File: src/design/mrf_pkg.sv
// ----------------------------------------------------------------------------
// mrf_pkg: shared definitions for the message ring FIFO
// Sizes, operation and status codes, register map and the result word type.
// ----------------------------------------------------------------------------
package mrf_pkg;

    // Queue geometry
    localparam int DEPTH     = 16;
    localparam int WORD_BITS = 64;
    localparam int IDX_BITS  = (DEPTH > 1) ? $clog2(DEPTH) : 1;
    localparam int CNT_BITS  = $clog2(DEPTH + 1);

    // Fixed field widths on the channels
    localparam int DATA_BITS = 64;
    localparam int FILL_BITS = 5;
    localparam int CAP_BITS  = 5;

    // Configuration port
    localparam int ADDR_BITS     = 3;
    localparam int APB_DATA_BITS = 32;
    localparam int REG_SEL_BIT   = 2;

    localparam logic REG_CAPACITY  = 1'b0;
    localparam logic REG_OVERWRITE = 1'b1;

    // Operation codes
    localparam logic OP_PUSH = 1'b0;
    localparam logic OP_POP  = 1'b1;

    // Status codes
    localparam logic STATUS_OK  = 1'b0;
    localparam logic STATUS_ERR = 1'b1;

    typedef struct packed {
        logic                 status;
        logic [DATA_BITS-1:0] pop_data;
        logic [FILL_BITS-1:0] fill_count;
        logic                 lost_flag;
    } result_t;

endpackage

File: src/design/mrf_if.sv
// ----------------------------------------------------------------------------
// mrf_if: command and response channels of the message ring FIFO
// Valid/ready channels; a word moves when valid and ready are both high.
// ----------------------------------------------------------------------------
interface mrf_cmd_if;
    logic                          valid;
    logic                          ready;
    logic                          opcode;
    logic [mrf_pkg::DATA_BITS-1:0] push_data;

    modport source (output valid, output opcode, output push_data, input ready);
    modport sink   (input valid, input opcode, input push_data, output ready);
endinterface

interface mrf_rsp_if;
    logic                          valid;
    logic                          ready;
    logic                          status;
    logic [mrf_pkg::DATA_BITS-1:0] pop_data;
    logic [mrf_pkg::FILL_BITS-1:0] fill_count;
    logic                          lost_flag;

    modport source (output valid, output status, output pop_data,
                    output fill_count, output lost_flag, input ready);
    modport sink   (input valid, input status, input pop_data,
                    input fill_count, input lost_flag, output ready);
endinterface

File: src/design/mrf_out_buf.sv
// ----------------------------------------------------------------------------
// mrf_out_buf: two-entry result buffer
// Output register plus a skid register so the input side keeps flowing
// while a finished result waits to be taken.
// ----------------------------------------------------------------------------
module mrf_out_buf (
    input  logic             clk,
    input  logic             rst_n,
    input  logic             in_valid,
    output logic             in_ready,
    input  mrf_pkg::result_t in_data,
    output logic             out_valid,
    input  logic             out_ready,
    output mrf_pkg::result_t out_data
);

    logic             main_valid_reg;
    logic             main_valid_next;
    mrf_pkg::result_t main_data_reg;
    mrf_pkg::result_t main_data_next;
    logic             skid_valid_reg;
    logic             skid_valid_next;
    mrf_pkg::result_t skid_data_reg;
    mrf_pkg::result_t skid_data_next;
    logic             push;

    assign in_ready  = !skid_valid_reg;
    assign push      = in_valid && in_ready;
    assign out_valid = main_valid_reg;
    assign out_data  = main_data_reg;

    always_comb
    begin
        main_valid_next = main_valid_reg;
        main_data_next  = main_data_reg;
        skid_valid_next = skid_valid_reg;
        skid_data_next  = skid_data_reg;
        if (!main_valid_reg || out_ready)
        begin
            // output slot frees up: refill from skid first, then from input
            if (skid_valid_reg)
            begin
                main_valid_next = 1'b1;
                main_data_next  = skid_data_reg;
                skid_valid_next = 1'b0;
            end
            else if (push)
            begin
                main_valid_next = 1'b1;
                main_data_next  = in_data;
            end
            else
            begin
                main_valid_next = 1'b0;
            end
        end
        else if (push)
        begin
            // output stalled: park the new word
            skid_valid_next = 1'b1;
            skid_data_next  = in_data;
        end
    end

    always_ff @(posedge clk or negedge rst_n)
    begin
        if (!rst_n)
        begin
            main_valid_reg <= 1'b0;
            skid_valid_reg <= 1'b0;
        end
        else
        begin
            main_valid_reg <= main_valid_next;
            skid_valid_reg <= skid_valid_next;
        end
    end

    always_ff @(posedge clk)
    begin
        main_data_reg <= main_data_next;
        skid_data_reg <= skid_data_next;
    end

endmodule

File: src/design/message_ring_fifo_overwrite.sv
// ----------------------------------------------------------------------------
// message_ring_fifo_overwrite: ring FIFO of message words with overwrite
// Push/pop queue over a 16-word store with run-time capacity, an optional
// overwrite-oldest mode and a sticky lost-data flag.
// ----------------------------------------------------------------------------
// Each command word is a push (opcode 0) or a pop (opcode 1) and yields
// exactly one response word: status (0 ok, 1 error), the popped word (zero
// on any push or failed pop), the fill count after the operation and the
// sticky lost flag. A command is taken every clock cycle the buffer has
// room: the pointer and count update and the store access all finish in
// the cycle the command is accepted, and the response is registered in a
// two-entry output buffer, so commands keep flowing while one response waits.
// Command ready drops only when both buffer entries are full. The capacity
// register (address 0x0) saturates writes to 1..16 and empties the queue,
// clearing the lost flag; overwrite_enable (address 0x4) takes effect at
// once. Write registers only while no response is outstanding.
// ----------------------------------------------------------------------------
module message_ring_fifo_overwrite (
    input  logic                                  clk,
    input  logic                                  rst_n,
    mrf_cmd_if.sink                               cmd,
    mrf_rsp_if.source                             rsp,
    input  logic                                  psel,
    input  logic                                  penable,
    input  logic                                  pwrite,
    input  logic [mrf_pkg::ADDR_BITS-1:0]         paddr,
    input  logic [mrf_pkg::APB_DATA_BITS-1:0]     pwdata,
    output logic [mrf_pkg::APB_DATA_BITS-1:0]     prdata,
    output logic                                  pready
);

    // Queue state
    logic [mrf_pkg::WORD_BITS-1:0] slot_reg [mrf_pkg::DEPTH];
    logic [mrf_pkg::IDX_BITS-1:0]  rd_idx_reg;
    logic [mrf_pkg::IDX_BITS-1:0]  rd_idx_next;
    logic [mrf_pkg::IDX_BITS-1:0]  wr_idx_reg;
    logic [mrf_pkg::IDX_BITS-1:0]  wr_idx_next;
    logic [mrf_pkg::CNT_BITS-1:0]  count_reg;
    logic [mrf_pkg::CNT_BITS-1:0]  count_next;
    logic                          lost_reg;
    logic                          lost_next;

    // Configuration registers
    logic [mrf_pkg::CNT_BITS-1:0]  capacity_reg;
    logic [mrf_pkg::CNT_BITS-1:0]  capacity_next;
    logic                          overwrite_reg;
    logic                          overwrite_next;

    logic                          cfg_write;
    logic                          reg_sel;
    logic [mrf_pkg::CAP_BITS-1:0]  cap_wdata;

    logic                          accept;
    logic                          full;
    logic                          store_we;
    logic [mrf_pkg::WORD_BITS-1:0] word;
    mrf_pkg::result_t              result;
    mrf_pkg::result_t              rsp_word;
    logic                          buf_ready;

    // Advance an index by one, wrapping at the configured capacity
    function automatic logic [mrf_pkg::IDX_BITS-1:0] wrap_next(
        input logic [mrf_pkg::IDX_BITS-1:0] idx,
        input logic [mrf_pkg::CNT_BITS-1:0] cap
    );
        logic [mrf_pkg::CNT_BITS:0] n;
        n = (mrf_pkg::CNT_BITS + 1)'(idx) + 1'b1;
        return (n >= (mrf_pkg::CNT_BITS + 1)'(cap)) ? '0 : n[mrf_pkg::IDX_BITS-1:0];
    endfunction

    // ------------------------------------------------------------------
    // Configuration port: two-phase write, zero wait states
    // ------------------------------------------------------------------
    assign pready    = 1'b1;
    assign cfg_write = psel && penable && pwrite;
    assign reg_sel   = paddr[mrf_pkg::REG_SEL_BIT];
    assign cap_wdata = pwdata[mrf_pkg::CAP_BITS-1:0];

    always_comb
    begin
        case (reg_sel)
            mrf_pkg::REG_CAPACITY:  prdata = mrf_pkg::APB_DATA_BITS'(capacity_reg);
            mrf_pkg::REG_OVERWRITE: prdata = mrf_pkg::APB_DATA_BITS'(overwrite_reg);
            default:                prdata = '0;
        endcase
    end

    always_comb
    begin
        capacity_next  = capacity_reg;
        overwrite_next = overwrite_reg;
        if (cfg_write)
        begin
            case (reg_sel)
                mrf_pkg::REG_CAPACITY:
                begin
                    // saturate to 1..DEPTH
                    if (cap_wdata == '0)
                        capacity_next = mrf_pkg::CNT_BITS'(1);
                    else if (32'(cap_wdata) > 32'(mrf_pkg::DEPTH))
                        capacity_next = mrf_pkg::CNT_BITS'(mrf_pkg::DEPTH);
                    else
                        capacity_next = mrf_pkg::CNT_BITS'(cap_wdata);
                end
                mrf_pkg::REG_OVERWRITE: overwrite_next = pwdata[0];
                default: ;
            endcase
        end
    end

    // ------------------------------------------------------------------
    // Queue update: while the response buffer has room, one command per cycle
    // ------------------------------------------------------------------
    assign cmd.ready = buf_ready;
    assign accept    = cmd.valid && cmd.ready;
    assign full      = count_reg >= capacity_reg;
    assign word      = cmd.push_data[mrf_pkg::WORD_BITS-1:0];

    always_comb
    begin
        rd_idx_next       = rd_idx_reg;
        wr_idx_next       = wr_idx_reg;
        count_next        = count_reg;
        lost_next         = lost_reg;
        store_we          = 1'b0;
        result.status     = mrf_pkg::STATUS_OK;
        result.pop_data   = '0;

        if (cfg_write && reg_sel == mrf_pkg::REG_CAPACITY)
        begin
            // new capacity: start over empty
            rd_idx_next = '0;
            wr_idx_next = '0;
            count_next  = '0;
            lost_next   = 1'b0;
        end
        else if (accept)
        begin
            case (cmd.opcode)
                mrf_pkg::OP_PUSH:
                begin
                    if (full)
                    begin
                        lost_next = 1'b1;
                        if (overwrite_reg)
                        begin
                            // drop the oldest, store the new word in its slot
                            store_we    = 1'b1;
                            wr_idx_next = wrap_next(wr_idx_reg, capacity_reg);
                            rd_idx_next = wrap_next(rd_idx_reg, capacity_reg);
                        end
                        else
                        begin
                            result.status = mrf_pkg::STATUS_ERR;
                        end
                    end
                    else
                    begin
                        store_we    = 1'b1;
                        wr_idx_next = wrap_next(wr_idx_reg, capacity_reg);
                        count_next  = count_reg + 1'b1;
                    end
                end
                mrf_pkg::OP_POP:
                begin
                    if (count_reg == '0)
                    begin
                        result.status = mrf_pkg::STATUS_ERR;
                    end
                    else
                    begin
                        result.pop_data = mrf_pkg::DATA_BITS'(slot_reg[rd_idx_reg]);
                        rd_idx_next     = wrap_next(rd_idx_reg, capacity_reg);
                        count_next      = count_reg - 1'b1;
                    end
                end
                default: ;
            endcase
        end

        result.fill_count = mrf_pkg::FILL_BITS'(count_next);
        result.lost_flag  = lost_next;
    end

    always_ff @(posedge clk or negedge rst_n)
    begin
        if (!rst_n)
        begin
            rd_idx_reg    <= '0;
            wr_idx_reg    <= '0;
            count_reg     <= '0;
            lost_reg      <= 1'b0;
            capacity_reg  <= mrf_pkg::CNT_BITS'(mrf_pkg::DEPTH);
            overwrite_reg <= 1'b0;
        end
        else
        begin
            rd_idx_reg    <= rd_idx_next;
            wr_idx_reg    <= wr_idx_next;
            count_reg     <= count_next;
            lost_reg      <= lost_next;
            capacity_reg  <= capacity_next;
            overwrite_reg <= overwrite_next;
        end
    end

    // Message store: written only at the write index, never reset
    always_ff @(posedge clk)
    begin
        if (store_we)
            slot_reg[wr_idx_reg] <= word;
    end

    // ------------------------------------------------------------------
    // Response buffer
    // ------------------------------------------------------------------
    mrf_out_buf u_out_buf (
        .clk       (clk),
        .rst_n     (rst_n),
        .in_valid  (accept),
        .in_ready  (buf_ready),
        .in_data   (result),
        .out_valid (rsp.valid),
        .out_ready (rsp.ready),
        .out_data  (rsp_word)
    );

    assign rsp.status     = rsp_word.status;
    assign rsp.pop_data   = rsp_word.pop_data;
    assign rsp.fill_count = rsp_word.fill_count;
    assign rsp.lost_flag  = rsp_word.lost_flag;

endmodule
File: src/flat_wrapper.sv
// flat-port wrapper written by rule: the top's interface ports become plain ports
module message_ring_fifo_overwrite_flat 
  (clk, rst_n, psel, penable, pwrite, paddr, pwdata, prdata, pready, cmd_valid, cmd_opcode, cmd_push_data, cmd_ready, rsp_valid, rsp_status, rsp_pop_data, rsp_fill_count, rsp_lost_flag, rsp_ready);
  mrf_cmd_if cmd_i ();
  mrf_rsp_if rsp_i ();
  input  logic clk;
  input  logic rst_n;
  input  logic psel;
  input  logic penable;
  input  logic pwrite;
  input  logic [mrf_pkg::ADDR_BITS-1:0] paddr;
  input  logic [mrf_pkg::APB_DATA_BITS-1:0] pwdata;
  output logic [mrf_pkg::APB_DATA_BITS-1:0] prdata;
  output logic pready;
  input wire logic [$bits(cmd_i.valid)-1:0] cmd_valid;
  input wire logic [$bits(cmd_i.opcode)-1:0] cmd_opcode;
  input wire logic [$bits(cmd_i.push_data)-1:0] cmd_push_data;
  output wire logic [$bits(cmd_i.ready)-1:0] cmd_ready;
  output wire logic [$bits(rsp_i.valid)-1:0] rsp_valid;
  output wire logic [$bits(rsp_i.status)-1:0] rsp_status;
  output wire logic [$bits(rsp_i.pop_data)-1:0] rsp_pop_data;
  output wire logic [$bits(rsp_i.fill_count)-1:0] rsp_fill_count;
  output wire logic [$bits(rsp_i.lost_flag)-1:0] rsp_lost_flag;
  input wire logic [$bits(rsp_i.ready)-1:0] rsp_ready;
  assign cmd_i.valid = cmd_valid;
  assign cmd_i.opcode = cmd_opcode;
  assign cmd_i.push_data = cmd_push_data;
  assign cmd_ready = cmd_i.ready;
  assign rsp_valid = rsp_i.valid;
  assign rsp_status = rsp_i.status;
  assign rsp_pop_data = rsp_i.pop_data;
  assign rsp_fill_count = rsp_i.fill_count;
  assign rsp_lost_flag = rsp_i.lost_flag;
  assign rsp_i.ready = rsp_ready;
  message_ring_fifo_overwrite u_core (.clk(clk), .rst_n(rst_n), .cmd(cmd_i), .rsp(rsp_i), .psel(psel), .penable(penable), .pwrite(pwrite), .paddr(paddr), .pwdata(pwdata), .prdata(prdata), .pready(pready));
endmodule
File: config.mk
export PLATFORM = sky130hd
export DESIGN_NAME = message_ring_fifo_overwrite_flat
export DESIGN_NICKNAME = d
export VERILOG_FILES = /design/src/design/mrf_pkg.sv /design/src/design/mrf_if.sv /design/src/design/mrf_out_buf.sv /design/src/design/message_ring_fifo_overwrite.sv /design/src/flat_wrapper.sv
export SDC_FILE = /design/constraint.sdc
export NUM_CORES = 1
export LEC_CHECK = 0
export BUFFER_PORTS_ARGS = -buffer_cell sky130_fd_sc_hd__buf_4
export CAP_MARGIN = 10
export CORE_UTILIZATION = 35
export DETAILED_ROUTE_END_ITERATION = 8
export HOLD_SLACK_MARGIN = 0.02
export PLACE_DENSITY = 0.58
export SYNTH_ARGS = -nofsm -noshare
export SYNTH_HDL_FRONTEND = slang
export SYNTH_HIERARCHICAL = 1
export SYNTH_SLANG_ARGS = --single-unit
File: constraint.sdc
create_clock -name clk -period 8.6 [get_ports clk]
set_input_delay 0.86 -clock clk [delete_from_list [all_inputs] [get_ports clk]]
set_output_delay 0.86 -clock clk [all_outputs]
set_load 0.02 [all_outputs]
==> key figures <==
Worst setup path
  – Reg-to-reg setup timing slack: 3720 ps
  – Arrival time reported for the critical path endpoint: 5220 ps
  – Largest fanout on the critical path: 25
  – Slowest stage cell, crit path: sky130_fd_sc_hd__a31oi_1
  – Cell-by-cell trace of the critical path: inv_1, ha_1, a21oi_1, o21ai_1, a31oi_1, nand3_1, nor2_4, buf_4, buf_4
  – Required time of the critical path: 8940 ps
  – CP endpoint kind: flop
  – Startpoint type of the worst setup path: flop
  – CP peak stage delay: 730 ps
  – CP most frequent cell: sky130_fd_sc_hd__buf_4
  – Critical register-to-register path startpoint: u_core/capacity_reg[4]
  – Worst Setup Path Type: flop to flop
  – Worst R2R Path Depth: 9
  – Worst reg2reg endpoint: u_core/slot_reg[11][0]

Synth
  – Synthesized area per cell: 23.5 um2
  – Seq cells post-synth: 1188
  – Cells after synthesis: 1958
  – Primary FF master, synth: sky130_fd_sc_hd__edfxtp_1
  – Cell area after technology mapping: 46100 um2
  – Number of enable flip-flop cells after synthesis: 1166
  – Post-synth cell types: 51
  – Sequential cell area fraction in the yosys report: 77.2%
  – Async SR Flop Fraction: 1.85%
  – Number of warnings issued by yosys: 6

Layout
  – Diode insertion count for antenna repair: 0
  – Share of layout cells above drive strength 1: 34.9%
  – Flip-flop count of the largest register after layout: 1024
  – Final net count: 2319
  – Core occupancy in the finished layout: 40.9%
  – Leading cell types in the layout, fill and taps excluded: 1166 x sky130_fd_sc_hd__edfxtp_1, 320 x sky130_fd_sc_hd__mux4_2, 200 x sky130_fd_sc_hd__buf_4
  – Most common library cell in the layout ignoring fill and taps: sky130_fd_sc_hd__edfxtp_1
  – Layout overhead on the synthesized area: 15.6%

Clocking
  – Number of buffers created by CTS: 121
  – Later-pin clock latency in the skew report: 720 ps
  – Number of H-tree levels: 3
  – Post-CTS setup-driven buffer insertion count: 0
  – Clock tree from TritonCTS: built
  – Maximum buffer depth of the clock tree: 3
  – Quantity of gates resized following cts: 0
  – Cts hold-fix bufs: 1
  – Total clock sinks: 1188
  – CTS clock-pin slew for the worst setup and hold paths: 60 ps
  – Clock tree root buffer cell: sky130_fd_sc_hd__clkbuf_16

Routing
  – Routed via count: 20700
  – Detailed-routing wirelength on met1: 46000 um
  – Number of DRC markers in iteration 0: 1654
  – Drc violations: 0
  – Highest routed layer: met5
  – First-pass iteration count of the detailed router: 5
  – Ratio of routed vias to standard cells: 5.12
  – Count of nets left with antenna violations after detail routing: 0
  – Sum of met3 wire segment lengths after detailed routing: 5450 um
  – Met2 layer wire length in the routed design: 50500 um
  – Wire length reported by the detailed router: 104000 um
  – Routed length per instance: 25.8 um

Global route
  – First-pass GRT wire length: 152000 um
  – Largest net degree at the start of global routing: 151
  – Initial antenna violation count: 10
  – GRT overflow: 0
  – Global routing usage summed across all routing layers: 15.8%
  – Via count of the first global-routing pass: 21800

Run
  – Max-Cap Viols: 0

Timing
  – Count of final setup violators: 0
  – Setup repair after global routing missed its margin: no
  – Final Hold Vio Count: 0
  – Fmax: 205 MHz
  – Worst relative slew slack: 11.5%
  – Number of max-slew violations in the final report: 0
  – Post-Route Skew: 49.7 ps
  – Worst-Margin Slew: 1330 ps
  – Post-route worst hold slack: 342 ps
  – Min Tclk post-route: 4880 ps
  – Setup TNS: 0 ps
  – Final period utilization: 56.8%

Min path
  – Startpoint of the tightest hold check path: pwdata[4]
  – Number of cells on the worst hold path: 2
  – Class of the tightest hold or removal check: input pin to flop
  – Hold path endpoint: u_core/capacity_reg[0]

Floorplan
  – Ports: 213
  – Cell row count: 132
  – Area enclosed by the die boundary: 133000 um2
  – Initial Utilization: 35.4%
  – Y dimension of the die: 365 um
  – Core area: 130000 um2
  – Horizontal die dimension: 365 um

Power and ir drop
  – VDD IR-drop max: 0.000268 V
  – Leakage power summed over all cells: 16.7 nW
  – Total power divided by cell area: 284 nW/um2

Placed design
  – Post-detail-place hpwl: 55000 um
  – Final weighted congestion in routability-driven placement: 0.783
  – Buffers added on ports: 155

Run status
  – Outcome: completed
critical path: cells and delay by family, from the launching register on:
kind / cells / cell delay (ps)
flops: 1 / 510
simple gates: 2 / 1200
fa+ha+maj: 1 / 340
compound gates: 3 / 1150
buf+inv: 3 / 1220
power by group:
part           internal (W)  switching, W
clock network       0.00289       0.00222
logic               0.00169       0.00146
registers           0.00664      0.000255
total                0.0112       0.00393
metrics by stage:
step	total power, W	setup WS, ps	instances	area, um2
detailed placement	0.0102	3470	3807	49300
CTS	0.0154	3400	4031	53300
floorplan	0.00936	1600	1984	46200
finish	0.0152	3720	4032	53300
global placement	0.0102	3590	3807	49300
global route	0.0158	3440	4032	53300
layer usage:
metal / vias to the layer above / global-route usage (%)
met2: 591 / 25.5
met3: 158 / 2.99
li1: 8675 / -
met5: - / 0
met1: 11200 / 22.0
met4: 10 / 3.67
synthesized netlist by cell type (all sizes together) (2+ instances only):
cell type  number  area [um2]
edfxtp       1166       35000
mux4          320        7210
buf            84         593
mux2           74        1010
nor2b          68         425
clkbuf         38         143
nor2           26        97.6
ha             22         275
dfrtp          21         526
o21ai          19        95.1
nand2          16        60.1
inv            15        56.3
nand3          13        65.1
a21oi          12        60.1
nand2b          9        56.3
nor3            6        30.0
a31oi           4        25.0
nand3b          4        30.0
o211ai          4        30.0
o21a            4        30.0
and3            3        18.8
xor2            3        26.3
a211oi          2        15.0
conb            2        7.51
nand4           2        12.5
nand4b          2        17.5
xnor2           2        17.5
cells by family after synthesis:
family                   count (synthesis)  share of synthesized area (%)
AO/OA/AOI/OAI                           53                          0.695
XOR/XNOR                                 5                         0.0950
adder cells (fa/ha/maj)                 22                          0.597
buffers and inverters                  137                           1.72
flip-flops                            1188                           77.2
multiplexers                           395                           17.8
other                                    2                         0.0163
AND/OR/NAND/NOR                        156                           1.88
worst max-delay path by stage:
stage	from	slack, ps	end	cells after the start
5_1_grt	u_core/u_out_buf/skid_valid_reg	3440	u_core/slot_reg[11][0]	8
6_report	u_core/capacity_reg[4]	3720	u_core/slot_reg[11][0]	9
4_1_cts	u_core/capacity_reg[4]	3400	u_core/slot_reg[0][0]	9
3_5_place_dp	u_core/u_out_buf/skid_valid_reg	3470	u_core/slot_reg[0][46]	8
3_3_place_gp	u_core/u_out_buf/skid_valid_reg	3590	u_core/slot_reg[0][46]	8
2_1_floorplan	u_core/u_out_buf/skid_valid_reg	1600	u_core/u_out_buf/skid_data_reg[0]	6
area by class of cell:
class | count | area, um2
Timing Repair Buffer | 205 | 1580
Tap cell | 1742 | 2180
Fill cell | 11300 | 76900
Sequential cell | 1188 | 35600
Clock buffer | 139 | 3100
Inverter | 15 | 56.3
Clock inverter | 84 | 800
Multi-Input combinational cell | 659 | 9970
No activity file was read; power rests on OpenSTA's default activity.
